$ cat config.mk
export PLATFORM = sky130hd
export DESIGN_NAME = cron_time_match_scheduler
export DESIGN_NICKNAME = d
export VERILOG_FILES = /design/src/crtm_pkg.sv /design/src/cron_time_match_scheduler.sv /design/src/crtm_cell.sv /design/src/crtm_match.sv
export SDC_FILE = /design/constraint.sdc
export NUM_CORES = 2
export LEC_CHECK = 0
export ABC_AREA = 1
export BUFFER_PORTS_ARGS = -buffer_cell sky130_fd_sc_hd__buf_2
export CELL_PAD_IN_SITES_DETAIL_PLACEMENT = 0
export CELL_PAD_IN_SITES_GLOBAL_PLACEMENT = 1
export CORE_MARGIN = 2
export CORE_UTILIZATION = 54
export CTS_CLUSTER_DIAMETER = 50
export DETAILED_ROUTE_END_ITERATION = 12
export PLACE_DENSITY_LB_ADDON = 0.1
export SKIP_CTS_REPAIR_TIMING = 1
export SLEW_MARGIN = 20
export SYNTH_ARGS = -nofsm -noshare
export SYNTH_HDL_FRONTEND = slang
export SYNTH_HIERARCHICAL = 1
export SYNTH_SLANG_ARGS = --single-unit
$ cat constraint.sdc
create_clock -name clk -period 6.39 [get_ports clk]
set_input_delay 1.278 -clock clk [delete_from_list [all_inputs] [get_ports clk]]
set_output_delay 1.278 -clock clk [all_outputs]
set_load 0.02 [all_outputs]
$ cat src/crtm_pkg.sv
`default_nettype none
package crtm_pkg;

  localparam int MAX_ENTRIES = 64;
  localparam int IDX_W       = $clog2(MAX_ENTRIES);
  localparam int CNT_W       = $clog2(MAX_ENTRIES + 1);

  typedef logic [IDX_W-1:0] idx_t;
  typedef logic [CNT_W-1:0] cnt_t;

  localparam logic [1:0] REQ_WRITE   = 2'd0;
  localparam logic [1:0] REQ_TICK    = 2'd1;
  localparam logic [1:0] REQ_STARTUP = 2'd2;

  // One stored schedule entry; a field of all ones is the wildcard.
  typedef struct packed {
    logic       startup;
    logic [6:0] minute;
    logic [5:0] hour;
    logic [5:0] day_of_month;
    logic [4:0] month;
    logic [3:0] weekday;
  } entry_t;

  // What the matcher compares the head entry against during a scan.
  typedef struct packed {
    logic       startup_scan;
    logic [6:0] minute;
    logic [5:0] hour;
    logic [5:0] day_of_month;
    logic [4:0] month;
    logic [3:0] weekday;
  } query_t;

endpackage
`default_nettype wire

$ cat src/cron_time_match_scheduler.sv
`default_nettype none
// Channel   Ports                                              Handshake
// in        in_req_type .. in_minute_stamp                     in_valid / in_ready
// out       out_fired, out_fired_index, out_last               out_valid / out_ready
// cfg       cfg_wr_data (active_entries)                       cfg_wr_en, no wait
//
// A tick or startup request is accepted, then rotates the whole entry ring once past the
// single comparator at its head, and then closes the request.
// Writes, repeated stamps and unknown requests skip the rotation and only close the request.
// Reset clears the control state, the entry count and the stamp; table entries are
// undefined until written.
// A full output register stalls the rotation whenever a held hit must be pushed out for a new one.
module cron_time_match_scheduler (
  input  wire logic        clk,
  input  wire logic        rst_n,
  input  wire logic        in_valid,
  output logic             in_ready,
  input  wire logic [1:0]  in_req_type,
  input  wire logic [5:0]  in_entry_index,
  input  wire logic        in_entry_startup,
  input  wire logic [6:0]  in_minute,
  input  wire logic [5:0]  in_hour,
  input  wire logic [5:0]  in_day_of_month,
  input  wire logic [4:0]  in_month,
  input  wire logic [3:0]  in_weekday,
  input  wire logic [31:0] in_minute_stamp,
  output logic             out_valid,
  input  wire logic        out_ready,
  output logic             out_fired,
  output logic [5:0]       out_fired_index,
  output logic             out_last,
  input  wire logic        cfg_wr_en,
  input  wire logic [6:0]  cfg_wr_data
);

  typedef enum logic [2:0] {
    ST_IDLE = 3'b001,
    ST_SCAN = 3'b010,
    ST_DONE = 3'b100
  } state_t;

  state_t state_r, state_nxt;
  crtm_pkg::idx_t   cnt_r, cnt_nxt;
  crtm_pkg::query_t query_r, query_nxt;
  logic [6:0]       active_r, active_nxt;
  logic [31:0]      stamp_r, stamp_nxt;
  logic             seen_r, seen_nxt;
  logic             pend_r, pend_nxt;
  crtm_pkg::idx_t   pend_idx_r, pend_idx_nxt;
  logic             out_valid_r, out_valid_nxt;
  logic             out_fired_r, out_fired_nxt;
  crtm_pkg::idx_t   out_idx_r, out_idx_nxt;
  logic             out_last_r, out_last_nxt;

  crtm_pkg::entry_t cell_q [crtm_pkg::MAX_ENTRIES];
  crtm_pkg::entry_t wr_entry;
  crtm_pkg::cnt_t   scan_lim;
  logic             in_acc, out_free, head_hit, match_hit, rotate;

  assign wr_entry = '{startup: in_entry_startup, minute: in_minute, hour: in_hour,
                      day_of_month: in_day_of_month, month: in_month,
                      weekday: in_weekday};

  // Cell i takes its neighbour's entry on each scan step, so the head cell shows entry
  // number cnt_r; a full scan of the ring restores the original order.
  for (genvar i = 0; i < crtm_pkg::MAX_ENTRIES; i++) begin : g_cell
    crtm_cell u_cell (
      .clk       (clk),
      .load      (in_acc && (in_req_type == crtm_pkg::REQ_WRITE) &&
                  (in_entry_index == 6'(i))),
      .load_data (wr_entry),
      .shift     (rotate),
      .shift_in  (cell_q[(i + 1) % crtm_pkg::MAX_ENTRIES]),
      .q         (cell_q[i])
    );
  end

  crtm_match u_match (
    .entry (cell_q[0]),
    .query (query_r),
    .hit   (match_hit)
  );

  assign in_ready = (state_r == ST_IDLE);
  assign in_acc   = in_valid && in_ready;
  assign out_free = !out_valid_r || out_ready;
  assign scan_lim = (active_r > 7'(crtm_pkg::MAX_ENTRIES)) ?
                    crtm_pkg::cnt_t'(crtm_pkg::MAX_ENTRIES) : crtm_pkg::cnt_t'(active_r);
  assign head_hit = match_hit && (crtm_pkg::cnt_t'(cnt_r) < scan_lim);
  // A hit with one already held has to push the held one out first.
  assign rotate   = (state_r == ST_SCAN) && (!(head_hit && pend_r) || out_free);

  always_comb begin
    state_nxt     = state_r;
    cnt_nxt       = cnt_r;
    query_nxt     = query_r;
    active_nxt    = cfg_wr_en ? cfg_wr_data : active_r;
    stamp_nxt     = stamp_r;
    seen_nxt      = seen_r;
    pend_nxt      = pend_r;
    pend_idx_nxt  = pend_idx_r;
    out_valid_nxt = out_valid_r && !out_ready;
    out_fired_nxt = out_fired_r;
    out_idx_nxt   = out_idx_r;
    out_last_nxt  = out_last_r;

    case (state_r)
      ST_IDLE: begin
        if (in_acc) begin
          pend_nxt  = 1'b0;
          cnt_nxt   = '0;
          state_nxt = ST_DONE;
          query_nxt = '{startup_scan: (in_req_type == crtm_pkg::REQ_STARTUP),
                        minute: in_minute, hour: in_hour,
                        day_of_month: in_day_of_month, month: in_month,
                        weekday: in_weekday};
          if (in_req_type == crtm_pkg::REQ_STARTUP) begin
            state_nxt = ST_SCAN;
          end else if (in_req_type == crtm_pkg::REQ_TICK) begin
            if (!seen_r || (in_minute_stamp != stamp_r)) begin
              stamp_nxt = in_minute_stamp;
              seen_nxt  = 1'b1;
              state_nxt = ST_SCAN;
            end
          end
        end
      end
      ST_SCAN: begin
        if (rotate) begin
          if (head_hit) begin
            if (pend_r) begin
              out_valid_nxt = 1'b1;
              out_fired_nxt = 1'b1;
              out_idx_nxt   = pend_idx_r;
              out_last_nxt  = 1'b0;
            end
            pend_nxt     = 1'b1;
            pend_idx_nxt = cnt_r;
          end
          cnt_nxt = cnt_r + 1'b1;
          if (cnt_r == crtm_pkg::idx_t'(crtm_pkg::MAX_ENTRIES - 1)) begin
            state_nxt = ST_DONE;
          end
        end
      end
      ST_DONE: begin
        if (out_free) begin
          out_valid_nxt = 1'b1;
          out_fired_nxt = pend_r;
          out_idx_nxt   = pend_r ? pend_idx_r : '0;
          out_last_nxt  = 1'b1;
          pend_nxt      = 1'b0;
          state_nxt     = ST_IDLE;
        end
      end
      default: begin
        state_nxt = ST_IDLE;
      end
    endcase
  end

  always_ff @(posedge clk) begin
    if (!rst_n) begin
      state_r     <= ST_IDLE;
      cnt_r       <= '0;
      active_r    <= '0;
      stamp_r     <= '0;
      seen_r      <= 1'b0;
      pend_r      <= 1'b0;
      out_valid_r <= 1'b0;
    end else begin
      state_r     <= state_nxt;
      cnt_r       <= cnt_nxt;
      active_r    <= active_nxt;
      stamp_r     <= stamp_nxt;
      seen_r      <= seen_nxt;
      pend_r      <= pend_nxt;
      out_valid_r <= out_valid_nxt;
    end
  end

  always_ff @(posedge clk) begin
    query_r     <= query_nxt;
    pend_idx_r  <= pend_idx_nxt;
    out_fired_r <= out_fired_nxt;
    out_idx_r   <= out_idx_nxt;
    out_last_r  <= out_last_nxt;
  end

  assign out_valid       = out_valid_r;
  assign out_fired       = out_fired_r;
  assign out_fired_index = 6'(out_idx_r);
  assign out_last        = out_last_r;

endmodule
`default_nettype wire

$ cat src/crtm_cell.sv
`default_nettype none
module crtm_cell (
  input  wire logic            clk,
  input  wire logic            load,
  input  wire crtm_pkg::entry_t load_data,
  input  wire logic            shift,
  input  wire crtm_pkg::entry_t shift_in,
  output crtm_pkg::entry_t     q
);

  crtm_pkg::entry_t entry_r;
  crtm_pkg::entry_t entry_nxt;

  always_comb begin
    entry_nxt = entry_r;
    if (load) begin
      entry_nxt = load_data;
    end else if (shift) begin
      entry_nxt = shift_in;
    end
  end

  always_ff @(posedge clk) begin
    entry_r <= entry_nxt;
  end

  assign q = entry_r;

endmodule
`default_nettype wire

$ cat src/crtm_match.sv
`default_nettype none
module crtm_match (
  input  wire crtm_pkg::entry_t entry,
  input  wire crtm_pkg::query_t query,
  output logic                  hit
);

  logic mi_ok, hr_ok, dm_ok, mo_ok, wd_ok;

  always_comb begin
    mi_ok = (&entry.minute)       || (entry.minute == query.minute);
    hr_ok = (&entry.hour)         || (entry.hour == query.hour);
    dm_ok = (&entry.day_of_month) || (entry.day_of_month == query.day_of_month);
    mo_ok = (&entry.month)        || (entry.month == query.month);
    wd_ok = (&entry.weekday)      || (entry.weekday == query.weekday);
    if (query.startup_scan) begin
      hit = entry.startup;
    end else begin
      hit = !entry.startup && mi_ok && hr_ok && dm_ok && mo_ok && wd_ok;
    end
  end

endmodule
`default_nettype wire
==> summary.md <==
| Metric | Value |
|---|---|
| Fmax | around 0.27 GHz |
| FF-to-FF setup slack | 2.68 ns |
| Area Growth Syn to Fin | 9.67% |
| Worst-margin pin slew | 1.17 ns |
| PD cells | roughly 290 mW/mm2 |
| Max Slew Vio Count | 0 |
| Required time of the worst setup path | between 6 and 7 ns |
| Clock root cell | clkbuf_16 |
| Post-synth EDFFs | 1,899 |
| H-tree depth | 4 |
| Maxcap violations | 0 |
| Clk pwr share | 43.3% |
| First-pass GRT wire length | approximately 340 mm |
| Row count | ~150 |
| Antenna Cells | 0 |
| Clock slew at the register clock pins of the worst setup and hold paths | 0.06 ns |
| Placed cell areas | approximately 0.087 mm2 |
| Synth Cell Area | 0.0850 mm2 |
| Pre-antenna DRT Iters | 5 |
| Drt total wl | 225 mm |
| Vias per cell | 5.29 |
| Design Power | 0.0270 W |
| Final core occ | 59.6% |
| Final period util | 58.0% |
| RSZ-0062 raised after global routing | no |
| CP Max Fanout | 29 |
| Clock skew after layout | 0.0365 ns |
| Max VDD drop | 0.280 mV |
| Async set-or-reset flop fraction in the synthesized netlist | 0% |
| Syn. warnings | 6 |
| DRC viols | 0 |
| Initial antenna violation count | 5 |
| Endpoints failing setup | 0 |
| Fraction of layout cells with a size suffix above 1 | 7.98% |
| Synth area leader | edfxtp_1 |
| Tot GR Track Use | ~28% |
| Synth cell count leaders | nand2_1 (5,738), edfxtp_1 (1,899), buf_2 (326) |
| Syn_nets | 8,791 |
| PortBufs | 90 |
| Worst Path Class, Setup | reg2reg |
| Die Span Y | 401 um |
| Most frequent cell after synthesis | nand2_1 |
| Routed WL per cell | 20.6 um |
| Initial Util | around 54% |
| Syn Area/Cell | 9.77 um2 |
| Mapped Cells | 8,704 |
| Internal Power | about 0.021 W |
| Worst Setup SP | state_r[1] |
| Area of the multi-input gates | 0.0240 mm2 |
| Worst setup endpoint | g_cell[59].u_cell/q[17] |
| Sw Share | 21.7% |
| Filler Cells Inserted | 13,039 |
| Die span in x | 401 um |
| Tmin final | between 3 and 4 ns |
| Status | completed |
| CTS max path bufs | 3 |
| Pre-CTS setup slack | 1.87 ns |
| Core area | approximately 0.16 mm2 |
| Leakage | 39.2 nW |
| Seq pwr share | 53.0% |
| Seq/Total Area, Yosys | around two thirds |
| Detail Route Antenna Nets | 0 |
| Starting DRC count in detailed routing | 6,416 |
| CTS Buf Count | 205 |
| Setup TNS | 0 ns |
| Die area | 0.161 mm2 |
| Synth top area cells | edfxtp_1 (67%), nand2_1 (25%), buf_2 (1.9%) |
| Total grt overflow | 0 |
| Startpoint types | flop |
| Psw | 0.00585 W |
| RR Startpoint | state_r[1] |
| Critical Path End Type | flop |
| Yosys cell types | 31 |
| Ys flop type | edfxtp_1 |
| Fin. Hold Viols | 0 |
| Critical Path AT | 4.14 ns |
| Post-synth top area share | between 60% and 70% |
| Worst hold path type | reg2reg |
| Final worst slack | 2.68 ns |
| Worst slew margin | 22.2% |
| IO Count | 91 |
| R2r worst-path depth | 8 |
| Clk_lat worst skew | 0.81 ns |
| Largest net degree at the start of global routing | 58 |
| Global placer's final weighted congestion | 0.863 |
| Nets | 8,788 |
| DP HPWL | 134 mm |
| Register Area | 0.0580 mm2 |
| Number of synthesized register bits | 1,950 |
| Vias | 57,777 |
| Vias in the first global route | 52,972 |
| Worst r2r dst | g_cell[59].u_cell/q[17] |
| CTS Sinks | just under 2,000 |
| Post-route cell area | 0.0933 mm2 |
| CTS tree | yes |
| Combinational power share | roughly 3.7% |
[power by group through the flow]
| stage | registers [W] | logic (W) | clock network (W) |
|---|---|---|---|
| CTS | 0.0143 | 0.000986 | 0.0118 |
| finish | 0.0143 | 0.000999 | 0.0117 |
| global route | 0.0143 | 0.00107 | 0.0124 |
| global placement | 0.0146 | 0.000968 | 0 |
| floorplan | 0.0145 | 0.000414 | 0 |
| detailed placement | 0.0146 | 0.000980 | 0 |
[layout make-up]
class	instances	share of cell area [%]
Timing Repair Buffer	193	1.41
Inverter	197	0.793
Clock buffer	254	5.90
Sequential cell	1950	62.2
Clock inverter	125	1.15
Multi-Input combinational cell	6154	25.8
Tap cell	2058	2.76
[stage by stage]
stage / hold WS [ns] / std cells
2_1_floorplan: 0.440 / 8704
3_3_place_gp: 0.449 / 10551
3_5_place_dp: 0.452 / 10552
4_1_cts: 0.462 / 10931
5_1_grt: 0.480 / 10931
6_report: 0.461 / 10931
[metal layers]
layer  routed length, um  share of wire, %  track usage, %
met2               91600                41            38.5
met5                   0                 0               0
met4                7420               3.3            8.93
met1              107000                47            44.7
met3               19300               8.6            4.41
[how the worst min path moves through the flow]
stage	startpoint	end	slack [ns]	cells after the start
global placement	stamp_r[28]	stamp_r[28]	0.45	2
finish	stamp_r[28]	stamp_r[28]	0.46	2
global route	stamp_r[4]	stamp_r[4]	0.48	2
floorplan	stamp_r[2]	stamp_r[2]	0.44	2
detailed placement	stamp_r[28]	stamp_r[28]	0.45	2
CTS	stamp_r[28]	stamp_r[28]	0.46	2
[logic make-up (layout without fill, tap and decap cells)]
kind of cell	Yosys count	after routing	synth area share, %
AND/OR/NAND/NOR	6033	6033	27.1
flip-flops	1950	1950	68.3
buffers and inverters	600	769	3.71
adder cells (fa/ha/maj)	6	6	0.0883
AO/OA/AOI/OAI	94	94	0.659
XOR/XNOR	21	21	0.216
[registers in the layout, indices dropped and copies added, names as in the netlist]
name / count
state_r: 3
cnt_r: 6
out_fired: 1
pend_idx_r: 6
stamp_r: 32
pend_r: 1
out_last: 1
active_r: 7
seen_r: 1
g_cell.u_cell/q: 1856
query_r: 29
out_valid: 1
out_fired_index: 6
[layout by cell type, fill, tap and decap left out, types with 6 or more instances in the layout]
master / Yosys / final
xnor2_1: 9 / 9
ha_1: 6 / 6
inv_2: 66 / 66
inv_6: 0 / 9
buf_4: 1 / 131
nand2_1: 5738 / 5737
nor2_1: 152 / 89
clkinv_1: 1 / 48
clkbuf_16: 0 / 213
nand3_1: 26 / 26
or2_2: 66 / 66
a21oi_1: 49 / 48
nand2_2: 9 / 10
edfxtp_1: 1899 / 1899
buf_2: 326 / 61
bufinv_16: 0 / 16
dfxtp_1: 51 / 51
o31ai_1: 32 / 32
inv_1: 130 / 130
nand4_1: 14 / 14
clkinvlp_4: 0 / 7
clkbuf_1: 11 / 39
clkinv_2: 0 / 36
clkinv_4: 0 / 8
nor3_1: 10 / 10
o21ai_0: 11 / 11
nor2_2: 0 / 63
xor2_1: 12 / 12
[critical path: stages (launching register included)]
cell and delay [ns]:
dfxtp_1 0.35, nor3_4 0.24, inv_2 0.08, nor2_4 0.09, nand3_2 0.29, nor3_2 0.42, nand2_2 0.28, nor2_2 0.80
or2_2 0.75
Power figures use the tool's default switching activity.
